## src/rtl/core/hpr_pkg.sv

```systemverilog
// Shared types, constants and CORDIC angle table for the pose regulator.
package hpr_pkg;

	localparam int CORDIC_STEPS_DEF = 16;

	// datapath widths
	localparam int VW = 37;  // vectoring x/y
	localparam int ZW = 35;  // angle, 2^-30 rad
	localparam int RW = 34;  // rotation x/y, Q30
	localparam int EW = 38;  // gained position error, Q16
	localparam int CW = 28;  // cos/sin, Q24

	localparam logic signed [ZW-1:0] ANG_PI      = 35'sd3373259426;
	localparam logic signed [ZW-1:0] ANG_HALF_PI = 35'sd1686629713;
	localparam logic signed [RW-1:0] CORDIC_K    = 34'sd652032874;

	localparam int TAB_LEN = 30;
	localparam logic [29:0] ATAN_TAB [TAB_LEN] = '{
		30'd843314857, 30'd497837829, 30'd263043837, 30'd133525159, 30'd67021687,
		30'd33543516, 30'd16775851, 30'd8388437, 30'd4194283, 30'd2097149,
		30'd1048576, 30'd524288, 30'd262144, 30'd131072, 30'd65536, 30'd32768,
		30'd16384, 30'd8192, 30'd4096, 30'd2048, 30'd1024, 30'd512, 30'd256,
		30'd128, 30'd64, 30'd32, 30'd16, 30'd8, 30'd4, 30'd2
	};

	// configuration register indexes
	typedef enum logic [7:0] {
		REG_GAIN_X        = 8'd0,
		REG_GAIN_Y        = 8'd1,
		REG_GAIN_YAW      = 8'd2,
		REG_ARRIVE_RADIUS = 8'd3
	} reg_idx_t;

	// vectoring cell state
	typedef struct packed {
		logic signed [VW-1:0] x;
		logic signed [VW-1:0] y;
		logic signed [ZW-1:0] z;
		logic                 zero;
	} vec_t;

	// rotation cell state
	typedef struct packed {
		logic signed [RW-1:0] x;
		logic signed [RW-1:0] y;
		logic signed [ZW-1:0] z;
	} rot_t;

	// sideband carried past the CORDIC chains
	typedef struct packed {
		logic signed [EW-1:0] ex;
		logic signed [EW-1:0] ey;
		logic                 far;
	} side_t;

endpackage

```

## src/rtl/core/hpr_rot_cell.sv

```systemverilog
// One rotation CORDIC step with its output register.
module hpr_rot_cell #(
	parameter int STEP = 0
) (
	input  logic          clk,
	input  logic          en,
	input  hpr_pkg::rot_t d,
	output hpr_pkg::rot_t q
);

	logic signed [hpr_pkg::RW-1:0] xs, ys;
	logic signed [hpr_pkg::ZW-1:0] ang;
	hpr_pkg::rot_t nxt;

	// drive residual angle toward zero
	always_comb begin
		xs  = $signed(d.x) >>> STEP;
		ys  = $signed(d.y) >>> STEP;
		ang = $signed({{(hpr_pkg::ZW-30){1'b0}}, hpr_pkg::ATAN_TAB[STEP]});
		nxt = d;
		if (!d.z[hpr_pkg::ZW-1]) begin
			nxt.x = d.x - ys;
			nxt.y = d.y + xs;
			nxt.z = d.z - ang;
		end else begin
			nxt.x = d.x + ys;
			nxt.y = d.y - xs;
			nxt.z = d.z + ang;
		end
	end

	always_ff @(posedge clk) begin
		if (en) q <= nxt;
	end

endmodule

```

## config.mk

```make
export PLATFORM = sky130hd
export DESIGN_NAME = hpr_rot_cell
export DESIGN_NICKNAME = d
export VERILOG_FILES = /design/src/rtl/core/hpr_pkg.sv /design/src/rtl/core/hpr_rot_cell.sv
export SDC_FILE = /design/constraint.sdc
export NUM_CORES = 1
export LEC_CHECK = 0
export ABC_CLOCK_PERIOD_IN_PS = 3450
export BUFFER_PORTS_ARGS = -buffer_cell sky130_fd_sc_hd__buf_2
export CAP_MARGIN = 0
export CELL_PAD_IN_SITES_DETAIL_PLACEMENT = 0
export CELL_PAD_IN_SITES_GLOBAL_PLACEMENT = 1
export CORE_UTILIZATION = 38
export DETAILED_ROUTE_END_ITERATION = 8
export GPL_ROUTABILITY_DRIVEN = 0
export PLACE_DENSITY = 0.8
export SYNTH_ARGS = -nofsm -noshare
export SYNTH_HDL_FRONTEND = slang
export SYNTH_SLANG_ARGS = --single-unit
```

## constraint.sdc

```tcl
create_clock -name clk -period 3.45 [get_ports clk]
set_input_delay 0.1725 -clock clk [delete_from_list [all_inputs] [get_ports clk]]
set_output_delay 0.1725 -clock clk [all_outputs]
set_load 0.05 [all_outputs]
```

==> run metrics, run 1 <==
die area=27570 um^2; first-pass GRT wire length=48.69 mm; Yosys top cell by area=edfxtp_1; Slew Viols, Final=0; number of synthesized flops with an enable pin=102; Switching Power=2.331 mW; largest net degree at the start of global routing=65; die width=166.0 um; Worst Path Max Fanout=6; flops & latches, synth=102; HPWL after DPL=24.48 mm; DR iter-0 viols=881; Sequential Power Share=31.6%; Top Ports=208; Crit. path cell count=14; initial antenna violation count=0; top flop regs=q (102); Unique masters post-synth=68; Post-DRT Antenna Nets=0; ys async rst share=0%; clock-pin slew on the worst setup and hold paths=0.09 ns; Max Buffers Root-to-Sink=2; routing usage on met3=2.955%; initial core utilization=39.02%; top post-synthesis cells by count=138 x a21oi_1, 132 x ha_1, 106 x nor2_1; status=finished, violations left; Nets=1662; CP Buf/Inv Count=4; post-synthesis sequential area ratio=29.96%; final period utilization=94.35%; Power Dens Cells=434.3 nW/um^2; grt met2 use=35.41%; Peak Freq=0.3072 GHz; CP max-delay cell=a2111oi_0; post-DR vias/cell=5.461; Main synth FF type=edfxtp_1; Core ar.=26210 um^2; met1 global-route usage=29.94%; Area contributors post-synth=edfxtp_1 30%, ha_1 16%, a21oi_1 6.8%; pre-CTS setup slack=-0.1052 ns; clk sinks=102; drt total wl=30.62 mm; final worst slack=0.1949 ns; hold buffers post-CTS=0; final total negative setup slack=0 ns; Die Span Y=166.0 um; grt ovf=0; CP Launch Type=input pin; largest reg by FF count=q; Top delay family on crit path=compound AO/OA/AOI/OAI gates; yosys synthesis warning count=0; Final setup viols=0; worst-path cell chain=buf_2 > inv_1 > ha_1 > inv_1 > a2111oi_0 > and3b_1 > a211oi_1 > buf_4 > o21ai_1 > a221oi_2 > o21ai_0 > a221oi_2 > o22ai_1 > xnor2_1; Port Buffers=207; worst-margin pin slew=0.9255 ns; Mapped Area=10220 um^2; TritonRoute pass-1 iters=7; Sw Ratio=43.49%; max reg flops=102; share of cells above drive strength 1=21.39%; CTS root buffer=clkbuf_16; failing checks=DRC; Post-Layout Inst Area=12340 um^2; CTS tree=done; Net Count, Synth=1422; via count=9616; final hold violation count=0; Yosys top cell area share=29.96%; antenna cells=0; routed length per instance=17.39 um; gr usage total=21.97%; Period minus WS final=3.255 ns; Worst VDD drop=271.5 uV; DRC viols=25; hold depth=2; RSZ-0062 raised after global routing=false; Post-DP Area=12020 um^2; part of the power in combinational logic=47.6%; Synth Instances=1181; crit path DAT=3.37 ns; Clk network pwr share=20.8%; post-CTS setup buffers=0; leakage power=5.740 nW; max incr delay on CP=0.46 ns; Worst Hold Class=in -> reg; CTS HTree Levels=3; Max Cap Viol=0; slew margin rel.=36.71%; total CTS buffers=9; FP Rows=59; internal power=3.029 mW; Setup CP Type=in -> reg; Final Util=47.08%; Gates resized, CTS repair=0; area grow syn2layout=20.67%; CP endpoint kind=register; gr busiest metal=met2; Mean Syn Cell Area=8.658 um^2; count leader, synth=a21oi_1; vias in the first global route=9188; Req. time, crit path=3.56 ns
-- cell type report --
| type | count | area, um^2 |
|---|---|---|
| clock buffers | 9 | 225.2 |
| fillers | 2560 | 13870 |
| inverters | 108 | 405.4 |
| clock inverters | 7 | 93.84 |
| repair buffers | 277 | 1567 |
| well taps | 335 | 419.2 |
| multi-input cells | 923 | 6565 |
| flip-flops and latches | 102 | 3063 |
-- cell usage in the layout, fill, tap and decap left out, types with 4 or more instances in the layout --
cell,netlist,final
buf_2,6,205
a21oi_1,138,138
ha_1,132,132
nor2_1,106,106
inv_1,104,104
edfxtp_1,102,102
xnor2_1,73,73
buf_4,1,72
o21ai_0,71,71
nand2_1,62,62
a21o_1,46,46
o21bai_1,24,24
nor3_1,21,21
xor2_1,21,21
a211oi_1,16,16
a31oi_1,15,15
nand3_1,14,14
o21a_1,14,14
nand2b_1,13,13
nor2b_1,13,13
o31ai_1,11,11
mux2i_1,11,11
o211ai_1,10,10
and3_1,10,10
clkbuf_16,0,9
nand4_1,8,8
or4_1,8,8
a2111oi_0,8,8
nor4_1,7,7
or3_1,6,6
nand3b_1,4,4
clkinv_1,4,4
and2_1,4,4
fa_1,4,4
-- final timing paths --
check / end / from
max: q[66]$_DFFE_PP_ / d[43]
min: q[0]$_DFFE_PP_ / d[0]
-- metrics by stage --
step,cells,hold WS (ns),power (mW)
after detailed placement,1745,0.4745,4.246
after CTS,1761,0.09588,5.383
after floorplan,1181,0.2850,3.520
final,1761,0.1087,5.359
after global placement,1745,0.4765,4.238
after global routing,1761,0.1114,5.625
-- routing by layer --
| metal | share of wire, % | vias to the layer above |
|---|---|---|
| li1 | - | 4719 |
| met1 | 45 | 4476 |
| met2 | 46 | 359 |
| met3 | 6.7 | 62 |
| met4 | 3.0 | 0 |
| met5 | 0 | - |
-- power by group through the flow --
stage / combinational [mW] / sequential, mW / clock [mW]
6_report: 2.55 / 1.69 / 1.11
3_3_place_gp: 2.52 / 1.72 / 0
2_1_floorplan: 1.06 / 2.46 / 0
3_5_place_dp: 2.52 / 1.72 / 0
5_1_grt: 2.73 / 1.71 / 1.18
4_1_cts: 2.54 / 1.70 / 1.15
-- kinds of logic after synthesis --
family / synth area share (%)
xor+xnor: 8.052
buf+inv: 5.837
mux: 1.077
fa+ha+maj: 16.94
simple gates: 13.29
flops: 29.96
compound gates: 24.85
Note: power is estimated with default switching activity, not from simulation.
==> run 2, diff against run 1 <==
--- a/config.mk
+++ b/config.mk
@@ -5,15 +5,16 @@
 export SDC_FILE = /design/constraint.sdc
 export NUM_CORES = 1
 export LEC_CHECK = 0
-export ABC_CLOCK_PERIOD_IN_PS = 3450
+export ABC_AREA = 1
+export ABC_CLOCK_PERIOD_IN_PS = 2700
 export BUFFER_PORTS_ARGS = -buffer_cell sky130_fd_sc_hd__buf_2
 export CAP_MARGIN = 0
 export CELL_PAD_IN_SITES_DETAIL_PLACEMENT = 0
 export CELL_PAD_IN_SITES_GLOBAL_PLACEMENT = 1
-export CORE_UTILIZATION = 38
+export CORE_UTILIZATION = 37
 export DETAILED_ROUTE_END_ITERATION = 8
 export GPL_ROUTABILITY_DRIVEN = 0
-export PLACE_DENSITY = 0.8
+export PLACE_DENSITY = 0.81
 export SYNTH_ARGS = -nofsm -noshare
 export SYNTH_HDL_FRONTEND = slang
 export SYNTH_SLANG_ARGS = --single-unit
==> constraint.sdc (replaced) <==
create_clock -name clk -period 2.7 [get_ports clk]
set_input_delay 0.135 -clock clk [delete_from_list [all_inputs] [get_ports clk]]
set_output_delay 0.135 -clock clk [all_outputs]
set_load 0.05 [all_outputs]
==> run metrics, run 2 <==
status=finished clean (was finished, violations left); Period minus WS final=2.210 ns; Main synth FF type=edfxtp_1 (unchanged); Nets=2348 (was 1662); post-CTS setup buffers=0 (unchanged); CP Launch Type=input pin (unchanged); most frequent cells in the layout=553 x nand2_1, 262 x inv_1, 206 x buf_2, 181 x nand3_1, 176 x nor2_1 (was 205 x buf_2, 138 x a21oi_1, 132 x ha_1, 106 x nor2_1, 104 x inv_1); hold buffers post-CTS=0 (unchanged); clock-pin slew on the worst setup and hold paths=0.09 ns (about the same); post-DR vias/cell=5.214 (was 5.461); Final setup viols=0 (unchanged); final hold violation count=0 (unchanged); final period utilization=81.87%; Post-DRT Antenna Nets=0 (unchanged); Yosys top cell area share=24.66% (was 29.96%); worst-margin pin slew=0.8384 ns (was 0.9255 ns); Yosys top cell by area=edfxtp_1 (unchanged); Unique masters post-synth=45 (was 68); max incr delay on CP=0.60 ns (was 0.46 ns); Area contributors post-synth=edfxtp_1 25%, nand2_1 17%, ha_1 13% (was edfxtp_1 30%, ha_1 16%, a21oi_1 6.8%); largest reg by FF count=q (unchanged); clk sinks=102 (unchanged); max reg flops=102 (unchanged); total CTS buffers=9 (unchanged); HPWL after DPL=36.00 mm (was 24.48 mm); Die Span Y=185.2 um (was 166.0 um); Hold Crit Start=d[0] (unchanged); ys async rst share=0% (unchanged); Top Ports=208 (unchanged); Multi-input gate area=8030 um^2 (was 6565 um^2); largest net degree at the start of global routing=72 (was 65); crit path from=d[39] (was d[43]); post-synthesis sequential area ratio=24.66% (was 29.96%); # placed instances=2538 (was 1745); CP max-delay cell=ha_1 (was a2111oi_0); CTS root buffer=clkbuf_16 (unchanged); CTS HTree Levels=3 (unchanged); top post-synthesis cells by count=553 x nand2_1, 262 x inv_1, 181 x nand3_1 (was 138 x a21oi_1, 132 x ha_1, 106 x nor2_1); initial antenna violation count=0 (unchanged); FP Rows=66 (was 59); Net Count, Synth=2164 (was 1422); Worst Hold Class=in -> reg (unchanged); gr usage total=25.20% (was 21.97%); share of cells above drive strength 1=13.49% (was 21.39%); slew margin rel.=44.11% (was 36.71%); Synth Instances=1923 (was 1181); RSZ-0062 raised after global routing=false (unchanged); Core ar.=32780 um^2 (was 26210 um^2); Worst Path Max Fanout=13 (was 6); crit path DAT=2.36 ns (was 3.37 ns); die width=185.2 um (was 166.0 um); Mean Syn Cell Area=6.460 um^2 (was 8.658 um^2); yosys synthesis warning count=0 (unchanged); drt total wl=43.25 mm (was 30.62 mm); die area=34310 um^2 (was 27570 um^2); grt ovf=0 (unchanged); DRC viols=0 (was 25); CTS tree=done (unchanged); Worst VDD drop=327.3 uV (was 271.5 uV); leakage power=7.208 nW (was 5.740 nW); antenna cells=0 (unchanged); Gates resized, CTS repair=0 (unchanged); CP dominant cell by count=nand2_1; TritonRoute pass-1 iters=6 (was 7); Max Buffers Root-to-Sink=2 (unchanged); first-pass GRT wire length=66.25 mm (was 48.69 mm); count leader, synth=nand2_1 (was a21oi_1); Slew Viols, Final=0 (unchanged); register area=3063 um^2 (unchanged); CP endpoint kind=register (unchanged); Mapped Area=12420 um^2 (was 10220 um^2); Req. time, crit path=2.85 ns (was 3.56 ns); DR iter-0 viols=1018 (was 881); fin cells=2554 (was 1761); top flop regs=q (102) (unchanged); number of synthesized flops with an enable pin=102 (unchanged); initial core utilization=37.89% (was 39.02%); routed length per instance=16.93 um (was 17.39 um); via count=13320 (was 9616); area grow syn2layout=13.92% (was 20.67%); vias in the first global route=12600 (was 9188); Fillers=3538 (was 2560); Max Cap Viol=0 (unchanged); worst-path cell chain=buf_2 > inv_1 > ha_1 > nand2_1 > nor2_2 > nand2_1 > o211ai_1 > nand2_1 > nand2_1 > nand2_1 > nand2_1 > nand2_1 > nand3_1 > nand2_1 (was buf_2 > inv_1 > ha_1 > inv_1 > a2111oi_0 > and3b_1 > a211oi_1 > buf_4 > o21ai_1 > a221oi_2 > o21ai_0 > a221oi_2 > o22ai_1 > xnor2_1); most common cell after layout, fill and taps aside=nand2_1 (was buf_2); Peak Freq=0.4524 GHz; flops & latches, synth=102 (unchanged); Setup CP Type=in -> reg (unchanged); Power Dens Cells=494.4 nW/um^2 (was 434.3 nW/um^2); final total negative setup slack=0 ns (unchanged); Port Buffers=207 (unchanged)
## run 2: cell count changes after synthesis, moves of 21 or more
cell,before,now
nand2_1,62,553
inv_1,104,262
xor2_1,21,45
clkbuf_1,30,9
o21ai_1,2,23
nand3_1,14,181
a21o_1,46,10
o21ai_0,71,94
nor2_1,106,176
buf_4,1,23
xnor2_1,73,3
## run 2: power by group
group | total, mW | internal [mW] | switching (mW)
registers | 2.12 | 2.05 | 0.0635
clock network | 1.42 | 0.668 | 0.748
logic | 3.46 | 0.905 | 2.56
## run 2: worst max-delay path: cells and delay by family
| family | cells | cell delay (ns) |
|---|---|---|
| and+or+nand+nor | 10 | 1.32 |
| buffers and inverters | 2 | 0.14 |
| adders and majority gates | 1 | 0.60 |
| AOI/OAI and AO/OA | 1 | 0.16 |
## run 2: stage by stage
step	setup slack, ns	hold WS, ns	power (mW)	instance area [um^2]	util (%)
floorplan	0.07191	0.2475	4.620	12420	-
global placement	0.1683	0.5307	5.548	13840	42.21
detailed placement	0.1400	0.5206	5.563	13840	42.21
CTS	0.5420	0.1382	6.980	14150	43.16
global route	0.3378	0.1403	7.397	14150	43.16
finish	0.4896	0.1231	6.996	14150	43.16
## run 2: cell type report
class	count	area share, %
clock buffers	9	1.592
clock inverters	7	0.6278
inverters	279	7.418
multi-input cells	1496	56.75
flip-flops and latches	102	21.64
well taps	442	3.908
repair buffers	219	8.064
## run 2: path summary, 6_finish.rpt
path	endpoint	slack (ns)	depth (start not counted)
worst max-delay path	q[65]$_DFFE_PP_	0.49	14
worst min-delay path	q[0]$_DFFE_PP_	0.12	2
## run 2: routing by layer
layer	up-vias	routed length, um	share of wire, %	track usage (%)
met3	65	2773	6.4	2.379
met5	-	0	0	0
li1	6658	-	-	-
met4	0	1254	2.9	8.926
met1	6075	19200	44	33.25
met2	519	20020	46	42.56
## run 2: kinds of logic after synthesis
logic type	synth area share (%)
and+or+nand+nor	33.06
AOI/OAI and AO/OA	14.26
buffers and inverters	10.70
adders and majority gates	13.94
DFF	24.66
xor gates and xnor gates	3.384
