$ cat config.mk
export PLATFORM = sky130hd
export DESIGN_NAME = hpr_vec_cell
export DESIGN_NICKNAME = d
export VERILOG_FILES = /design/src/rtl/core/hpr_pkg.sv /design/src/rtl/core/hpr_vec_cell.sv
export SDC_FILE = /design/constraint.sdc
export NUM_CORES = 1
export LEC_CHECK = 0
export BUFFER_PORTS_ARGS = -buffer_cell sky130_fd_sc_hd__buf_2
export CAP_MARGIN = 25
export CORE_ASPECT_RATIO = 1.4
export CORE_MARGIN = 3
export CORE_UTILIZATION = 52
export DETAILED_ROUTE_END_ITERATION = 16
export GPL_ROUTABILITY_DRIVEN = 0
export PLACE_DENSITY = 0.79
export SLEW_MARGIN = 10
export SYNTH_ARGS = -nofsm -noshare
export SYNTH_HDL_FRONTEND = slang
export SYNTH_SLANG_ARGS = --single-unit
export TNS_END_PERCENT = 30
$ cat constraint.sdc
create_clock -name clk -period 4.27 [get_ports clk]
set_input_delay 0.854 -clock clk [delete_from_list [all_inputs] [get_ports clk]]
set_output_delay 0.854 -clock clk [all_outputs]
set_load 0.005 [all_outputs]
$ cat src/rtl/core/hpr_pkg.sv
// Shared types, constants and CORDIC angle table for the pose regulator.
package hpr_pkg;

	localparam int CORDIC_STEPS_DEF = 16;

	// datapath widths
	localparam int VW = 37;  // vectoring x/y
	localparam int ZW = 35;  // angle, 2^-30 rad
	localparam int RW = 34;  // rotation x/y, Q30
	localparam int EW = 38;  // gained position error, Q16
	localparam int CW = 28;  // cos/sin, Q24

	localparam logic signed [ZW-1:0] ANG_PI      = 35'sd3373259426;
	localparam logic signed [ZW-1:0] ANG_HALF_PI = 35'sd1686629713;
	localparam logic signed [RW-1:0] CORDIC_K    = 34'sd652032874;

	localparam int TAB_LEN = 30;
	localparam logic [29:0] ATAN_TAB [TAB_LEN] = '{
		30'd843314857, 30'd497837829, 30'd263043837, 30'd133525159, 30'd67021687,
		30'd33543516, 30'd16775851, 30'd8388437, 30'd4194283, 30'd2097149,
		30'd1048576, 30'd524288, 30'd262144, 30'd131072, 30'd65536, 30'd32768,
		30'd16384, 30'd8192, 30'd4096, 30'd2048, 30'd1024, 30'd512, 30'd256,
		30'd128, 30'd64, 30'd32, 30'd16, 30'd8, 30'd4, 30'd2
	};

	// configuration register indexes
	typedef enum logic [7:0] {
		REG_GAIN_X        = 8'd0,
		REG_GAIN_Y        = 8'd1,
		REG_GAIN_YAW      = 8'd2,
		REG_ARRIVE_RADIUS = 8'd3
	} reg_idx_t;

	// vectoring cell state
	typedef struct packed {
		logic signed [VW-1:0] x;
		logic signed [VW-1:0] y;
		logic signed [ZW-1:0] z;
		logic                 zero;
	} vec_t;

	// rotation cell state
	typedef struct packed {
		logic signed [RW-1:0] x;
		logic signed [RW-1:0] y;
		logic signed [ZW-1:0] z;
	} rot_t;

	// sideband carried past the CORDIC chains
	typedef struct packed {
		logic signed [EW-1:0] ex;
		logic signed [EW-1:0] ey;
		logic                 far;
	} side_t;

endpackage

$ cat src/rtl/core/hpr_vec_cell.sv
// One vectoring CORDIC step with its output register.
module hpr_vec_cell #(
	parameter int STEP = 0
) (
	input  logic          clk,
	input  logic          en,
	input  hpr_pkg::vec_t d,
	output hpr_pkg::vec_t q
);

	logic signed [hpr_pkg::VW-1:0] xs, ys;
	logic signed [hpr_pkg::ZW-1:0] ang;
	hpr_pkg::vec_t nxt;

	// y >= 0 turns clockwise
	always_comb begin
		xs  = $signed(d.x) >>> STEP;
		ys  = $signed(d.y) >>> STEP;
		ang = $signed({{(hpr_pkg::ZW-30){1'b0}}, hpr_pkg::ATAN_TAB[STEP]});
		nxt = d;
		if (!d.y[hpr_pkg::VW-1]) begin
			nxt.x = d.x + ys;
			nxt.y = d.y - xs;
			nxt.z = d.z + ang;
		end else begin
			nxt.x = d.x - ys;
			nxt.y = d.y + xs;
			nxt.z = d.z - ang;
		end
	end

	always_ff @(posedge clk) begin
		if (en) q <= nxt;
	end

endmodule

==> results of run 1 <==
-- logic make-up (layout without fill, tap and decap cells) --
kind of cell             after synthesis  count (layout)  synth area share
buffers and inverters                180             397            0.0597
multiplexers                          22              22            0.0188
flip-flops                           109             109             0.280
AND/OR/NAND/NOR                      340             340             0.141
XOR/XNOR                             100             100            0.0749
adder cells (fa/ha/maj)              153             153             0.166
other                                  0               4                 0
AO/OA/AOI/OAI                        465             465             0.259
-- placed cells by master, fill, tap and decap left out, types with 39 or more instances in the layout --
master and count:
buf_2 220, a21oi_1 156, ha_1 149, inv_1 116
edfxtp_1 109, nor2_1 93, nand2_1 89, xnor2_1 84
o21ai_0 66, a21o_1 47, buf_4 39
-- where the power goes --
| group | switching, uW | total [uW] | internal, uW |
|---|---|---|---|
| Sequential | 41.8 | 1460 | 1420 |
| Clock | 405 | 798 | 393 |
| Combinational | 995 | 1680 | 689 |
| Total | 1440 | 3950 | 2500 |
-- worst paths after layout --
| check | to | slack [ps] | cells past startpoint |
|---|---|---|---|
| max | q[72] | 500 | 13 |
| min | q[0] | 660 | 1 |
-- through the flow --
step | setup slack [ps] | hold WS (ps) | total power [uW] | utilization | cell area [sq um]
after global placement | 277 | 1030 | 3110 | 0.602 | 13200
after floorplan | 103 | 953 | 2520 | - | 11700
after CTS | 591 | 648 | 3940 | 0.614 | 13500
after global routing | 371 | 654 | 4160 | 0.615 | 13500
final | 504 | 661 | 3950 | 0.615 | 13500
after detailed placement | 196 | 1030 | 3130 | 0.602 | 13200
-- area by class of cell --
class | count | area [sq um] | share of cell area
timing repair buffer | 259 | 1390 | 0.103
clock buffer | 9 | 225 | 0.0167
inverter | 123 | 462 | 0.0342
tap | 297 | 372 | 0.0275
antenna | 4 | 10.0 | 0.000742
clock inverter | 6 | 38.8 | 0.00288
sequential | 109 | 3270 | 0.243
multi-input combinational | 1080 | 7710 | 0.572
-- metal layers --
layer,global-route usage,vias up,part of all wire
li1,-,5390,-
met1,0.302,5212,0.36
met2,0.505,607,0.50
met3,0.0436,178,0.074
met4,0.172,4,0.065
met5,0,-,0.00077
==> flow_summary.json, run 1 <==
{
  "io_pins": 222,
  "initial_utilization": 0.533,
  "syn_inst": 1369,
  "routedWlPerCell_um": 18.5,
  "tightestPinTransition_ps": 826,
  "setup_viol": 0,
  "ys.flop_type": "edfxtp_1",
  "min-delay-start": "d[0]",
  "synth_area_leader_cell": "edfxtp_1",
  "crit_fanout": 3,
  "fp.dieH_um": 183,
  "cts_setup_buffers": 0,
  "regMostFlops": "q",
  "yosysWarnings": 0,
  "cts.sinks": 109,
  "grt_first_pass_wirelength_um": 55100,
  "period_needed_ps": 3770,
  "finalNonFillerCells": 1887,
  "antenna_left": 0,
  "vias_per_cell": 6.04,
  "avgSynthCellArea_sq_um": 8.54,
  "hp-class": "in2reg",
  "cts_buffer_depth": 2,
  "yosysMostFrequentCell": "a21oi_1",
  "syn-num-nets": 1634,
  "fin_tns_setup_ps": 0,
  "synth_edf_count": 109,
  "hpwl_um": 28100,
  "coreArea_sq_mm": 0.0219,
  "cp.required_ps": 4380,
  "htree_num_levels": 3,
  "grtUsageTotal": 0.278,
  "final_hold_viol_count": 0,
  "fp.dieW_um": 133,
  "start_kind": "input port",
  "ctsResizeCount": 0,
  "cts.reportedPaths.clkPinSlew_ps": 70,
  "largest_reg_flops": 109,
  "crit_chain": "buf_2, inv_1, ha_1, fa_1, o21a_1, o221a_2, nor4b_1, buf_4, o31ai_1, o221a_2, o31ai_1, a21boi_1, xnor2_1",
  "layout-drive-gt1-share": 0.189,
  "cpPeakStageDelay_ps": 450,
  "numCtsBuffers": 9,
  "critPathTopFamily": "compound AO/OA/AOI/OAI gates",
  "slew_viol_final": 0,
  "maxCapViolCount": 0,
  "antenna_found_initial": 6,
  "fin_crit_sh": 0.882,
  "largestRegisters": "q x109",
  "end_kind": "register",
  "path_class": "in2reg",
  "final_nets": 1847,
  "synth_top_area_share": 0.280,
  "powerDensity_mw_per_mm2": 293,
  "synth_seq_cells": 109,
  "grt_max_degree": 77,
  "yosysUniqueCellTypes": 81,
  "p_leak_uw": 0.00614,
  "cp.arrival_ps": 3880,
  "synthTopCellsByCount": "156 x a21oi_1, 149 x ha_1, 116 x inv_1",
  "io_buffers": 221,
  "syn2layout_area_growth_pct": 15.4,
  "status": "finished, final reports clean",
  "fp-row-count": 64,
  "vdd_ir_drop_max_mv": 0.244,
  "cts_hold_buf": 0,
  "drt_pass1_iterations": 5,
  "fill_cells": 2023,
  "die-area_sq_mm": 0.0243,
  "drt-total-wl_um": 35000,
  "first_iter_violations": 837,
  "max-slew-margin-rel": 0.450,
  "synth_top_cells_by_area": "edfxtp_1 28%, ha_1 16%, a21oi_1 6.7%",
  "vias": 11400,
  "cts_tree": "built",
  "drcViolationCount": 0,
  "clock-root-buffer": "clkbuf_16",
  "worst-path-buf-inv": 3,
  "crit_slowest_cell": "nor4b_1",
  "place_inst": 1868,
  "crit_start": "d[36]",
  "grt_pass1_vias": 11200,
  "grt_remaining_overflow": 0,
  "yosysSeqAreaShare": 0.280,
  "fmax_mhz": 266,
  "rsz0062_at_grt": "false",
  "netlist_area_sq_mm": 0.0117,
  "async_flop_share": 0
}
No activity file was read; power rests on OpenSTA's default activity.
==> inputs of run 2 (changes only) <==
Settings changed: CORE_UTILIZATION 52 to 62, PLACE_DENSITY 0.79 to 0.88.
Clock period 4.27 ns to 4.5 ns, I/O delays scaled along.
==> run 2 against run 1 <==
Die area fell by 16%. Clock power rose by 6.4%. Final cell count fell by 4.0%. Critical path depth did not move. Sequential cell count did not move. Largest cell class unchanged. Largest power group unchanged. Highest routed layer unchanged.
==> flow_summary.json, run 2 (synthesis gave the netlist of run 1 again) <==
{
  "status": "finished, final reports clean",
  "hp-class": "in2reg",
  "mostFrequentLayoutCell": "buf_2",
  "grt_max_degree": 77,
  "regMostFlops": "q",
  "finalNonFillerCells": 1812,
  "path_class": "in2reg",
  "powerDensity_mw_per_mm2": 287,
  "crit_chain": "buf_2, inv_1, ha_1, inv_1, o2111ai_1, o211ai_1, a2111oi_1, buf_4, a31oi_2, a41oi_1, o2111a_1, o22ai_1, xnor2_1",
  "antenna_left": 0,
  "setup_slack_ps": 591,
  "cp.required_ps": 4620,
  "cpMostUsedCell": "inv_1",
  "end_kind": "register",
  "fmax_mhz": 256,
  "place_ws_ps": 300,
  "setup_viol": 0,
  "cpPeakStageDelay_ps": 600,
  "grt_remaining_overflow": 0,
  "final_cell_mix": "220 x buf_2, 156 x a21oi_1, 149 x ha_1",
  "tightestPinTransition_ps": 822,
  "ctsResizeCount": 0,
  "period_needed_ps": 3910,
  "cts_hold_buf": 0,
  "coreArea_sq_mm": 0.0182,
  "final_nets": 1830,
  "largest_reg_flops": 109,
  "fin_crit_sh": 0.869,
  "p_leak_uw": 0.00608,
  "first_iter_violations": 1173,
  "drcViolationCount": 0,
  "layout-drive-gt1-share": 0.182,
  "cts_buffer_depth": 2,
  "clock-root-buffer": "clkbuf_16",
  "cts.reportedPaths.clkPinSlew_ps": 90,
  "cts_setup_buffers": 0,
  "largestRegisters": "q x109",
  "hpwl_um": 27100,
  "io_pins": 222,
  "maxCapViolCount": 0,
  "final_hold_viol_count": 0,
  "io_buffers": 221,
  "crit_fanout": 15,
  "initial_utilization": 0.642,
  "fp.dieW_um": 122,
  "cp.arrival_ps": 4030,
  "place_inst": 1794,
  "vdd_ir_drop_max_mv": 0.182,
  "placed_area_sq_mm": 0.0130,
  "grt_first_pass_wirelength_um": 54400,
  "crit_slowest_cell": "ha_1",
  "routedWlPerCell_um": 19.2,
  "fill_cells": 1382,
  "fp-row-count": 58,
  "grtUsageTotal": 0.327,
  "numCtsBuffers": 9,
  "drt-total-wl_um": 34800,
  "drt_pass1_iterations": 8,
  "cts.sinks": 109,
  "die-area_sq_mm": 0.0206,
  "max-slew-margin-rel": 0.452,
  "rsz0062_at_grt": "false",
  "fp.dieH_um": 168,
  "htree_num_levels": 3,
  "final_cell_area_sq_mm": 0.0133,
  "antenna_found_initial": 3,
  "grt_pass1_vias": 11200,
  "vias_per_cell": 6.44,
  "cts_tree": "built",
  "syn2layout_area_growth_pct": 14.1,
  "start_kind": "input port",
  "fin_tns_setup_ps": 0,
  "p_total_uw": 3830,
  "vias": 11700,
  "slew_viol_final": 0
}
run 2: cell count changes in the layout (fill, tap and decap cells not counted), sizes merged:
cell,previous run,this run
inv,124,127
clkinv,5,3
buf,259,242
diode,4,2
run 2: where the power goes:
group	switching, uW	internal (uW)
clock network	446	403
logic	945	636
registers	45.7	1350
total	1440	2390
run 2: layer usage:
metal | global-route usage | vias to the layer above | wire, um
li1 | - | 5363 | -
met1 | 0.369 | 5269 | 12300
met2 | 0.587 | 830 | 17200
met3 | 0.0531 | 201 | 3250
met4 | 0.168 | 4 | 2070
met5 | 0 | - | 27
run 2: through the flow:
step	util	hold WS [ps]
4_1_cts	0.732	707
5_1_grt	0.732	706
2_1_floorplan	-	999
6_report	0.732	709
3_3_place_gp	0.715	1080
3_5_place_dp	0.715	1080
run 2: cell type report:
cell class | instances | area (sq um) | area share
clock buffer | 9 | 225 | 0.0169
inverter | 123 | 462 | 0.0346
clock inverter | 7 | 83.8 | 0.00629
timing repair buffer | 242 | 1270 | 0.0950
multi-input combinational | 1080 | 7710 | 0.579
sequential | 109 | 3270 | 0.246
antenna | 2 | 5.00 | 0.000375
tap | 240 | 300 | 0.0225
run 2: path summary, 6_finish.rpt:
path | from | endpoint | slack, ps | depth (start not counted)
setup / recovery | d[51] | q[71] | 590 | 13
hold / removal | d[0] | q[0] | 710 | 1
run 2: critical path, delay by kind of cell:
kind / cells / cell delay, ps
AOI/OAI and AO/OA: 7 / 1720
xor gates and xnor gates: 1 / 160
adders and majority gates: 1 / 600
buffers and inverters: 4 / 630
==> inputs of run 3 (changes only) <==
Settings changed: CORE_UTILIZATION 62 to 24, PLACE_DENSITY 0.88 to unset.
Clock period 4.5 ns to 3.2 ns, I/O delays scaled along.
==> run 3 against run 2 <==
The run now ends with negative setup slack left. Clock-buffer cell count is the same. Sequential cell count unchanged. Non-clock buffer count rose by 322. Total power grew 59%. Via count rose by 5.5%. Critical path depth shrank 1. Die area grew to 2.5 times the previous value. Final cell count is 39% higher. First-iteration DRC count down 38%. Clock power increased by 39%. Critical path type unchanged. Critical endpoint is now q[109]. Highest routed layer unchanged.
==> flow_summary.json, run 3 (synthesis gave the netlist of run 1 again) <==
{
  "fp.dieW_um": 192,
  "p_comb_frac": 0.483,
  "p_int_uw": 3820,
  "numCtsBuffers": 9,
  "rsz0062_at_grt": "true",
  "min_to": "q[0]",
  "use_met2": 0.312,
  "status": "finished, violations left",
  "swShare": 0.374,
  "placed_area_sq_mm": 0.0160,
  "path_class": "in2reg",
  "routedWlPerCell_um": 18.0,
  "grt_use_met1": 0.185,
  "clkPwrFrac": 0.193,
  "cts.sinks": 109,
  "p_leak_uw": 0.00771,
  "die-area_sq_mm": 0.0514,
  "syn2layout_area_growth_pct": 44.9,
  "vias_per_cell": 4.87,
  "fmax_mhz": 312,
  "setup_viol": 1,
  "layout-drive-gt1-share": 0.365,
  "period_needed_ps": 3210,
  "final_nets": 2152,
  "globalRouteMet3Util": 0.0309,
  "maxCapViolCount": 0,
  "initial_utilization": 0.243,
  "hold_path_depth": 1,
  "mostFrequentLayoutCell": "buf_4",
  "clock-root-buffer": "clkbuf_16",
  "slew_viol_final": 0,
  "grtUsageTotal": 0.172,
  "tightestPinTransition_ps": 737,
  "cts.reportedPaths.clkPinSlew_ps": 80,
  "fp-row-count": 95,
  "hold_slack_ps": 437,
  "final_cell_area_sq_mm": 0.0169,
  "antenna_left": 0,
  "grt.busiest_layer": "met2",
  "crit_fanout": 4,
  "regMostFlops": "q",
  "cts_buffer_depth": 2,
  "cts_hold_buf": 0,
  "io_pins": 222,
  "p_total_uw": 6100,
  "finish.utilization": 0.353,
  "violations": "negative setup slack",
  "grt_pass1_vias": 12800,
  "max-slew-margin-rel": 0.509,
  "coreArea_sq_mm": 0.0480,
  "fp.dieH_um": 267,
  "largestRegisters": "q x109",
  "setup_slack_ps": -6.09,
  "hp-class": "in2reg",
  "hpwl_um": 37500,
  "htree_num_levels": 3,
  "first_iter_violations": 729,
  "seqPwrFrac": 0.323,
  "drcViolationCount": 0,
  "min-delay-start": "d[0]",
  "drt-total-wl_um": 45500,
  "grt_max_degree": 68,
  "vias": 12300,
  "cts_tree": "built",
  "largest_reg_flops": 109,
  "place_ws_ps": -795,
  "drt_pass1_iterations": 6,
  "final_hold_viol_count": 0,
  "final_cell_mix": "337 x buf_4, 216 x buf_2, 146 x a21oi_1",
  "powerDensity_mw_per_mm2": 360,
  "start_kind": "input port",
  "antenna_found_initial": 3,
  "grt_remaining_overflow": 0,
  "power.net_switching_uw": 2280,
  "io_buffers": 221,
  "end_kind": "register",
  "cp.required_ps": 3340,
  "fin_crit_sh": 1.00,
  "vdd_ir_drop_max_mv": 0.243,
  "grt_first_pass_wirelength_um": 68800,
  "cp.arrival_ps": 3350
}
## run 3: changes by cell type in the layout (fill, tap and decap cells not counted), moves of 7 or more
cell     before  now
a21oi_1     156  146
a21oi_2       0    9
buf_4        22  337
buf_6         0    8
ha_1        149  134
ha_4          0   13
o31ai_1      16    9
## run 3: metal layers
| layer | vias to the layer above | wire length [um] |
|---|---|---|
| li1 | 5986 | - |
| met1 | 5716 | 17100 |
| met2 | 446 | 22900 |
| met3 | 154 | 2570 |
| met4 | 2 | 2890 |
| met5 | - | 13 |
## run 3: cell type report
type	instances	area, sq um
timing repair buffer	564	3750
inverter	123	467
antenna	2	5.00
multi-input combinational	1080	8350
fill	5001	31100
clock buffer	9	225
tap	630	788
sequential	109	3270
clock inverter	7	76.3
## run 3: worst max path at each step
stage / from / to / slack, ps
2_1_floorplan: d[72] / q[32] / -200
3_3_place_gp: d[36] / q[70] / -710
3_5_place_dp: d[36] / q[70] / -790
4_1_cts: d[41] / q[104] / -40
5_1_grt: d[48] / q[102] / -40
6_report: d[52] / q[109] / -6
## run 3: repair_timing
item / 4_1_cts / 5_1_grt
pin swaps: 26 / 34
gates cloned: 0 / 0
endpoints found under the hold margin: 0 / 0
buffers inserted: 4 / 4
resized for setup: 48 / 61
endpoints found under the setup margin: 27 / 39
## run 3: through the flow
step | TNS [ps] | instances
2_1_floorplan | -399 | 1369
6_report | -6.09 | 2524
3_5_place_dp | -22170 | 2498
5_1_grt | -159 | 2522
3_3_place_gp | -20650 | 2498
4_1_cts | -96.4 | 2518
## run 3: power by group through the flow
stage | Combinational (uW) | Clock [uW] | Sequential (uW)
floorplan | 1360 | 0 | 2020
global placement | 2730 | 0 | 2010
detailed placement | 2760 | 0 | 2010
CTS | 2840 | 1230 | 1980
global route | 3200 | 1270 | 2000
finish | 2950 | 1180 | 1970
## run 3: worst max-delay path: stages
cell,delay (ps)
buf_2,90
inv_1,60
ha_4,290
inv_2,50
a2111oi_4,470
o221ai_4,230
a221oi_4,460
o22ai_4,120
o41a_1,400
a2111o_1,390
nand3_2,70
xnor2_1,70
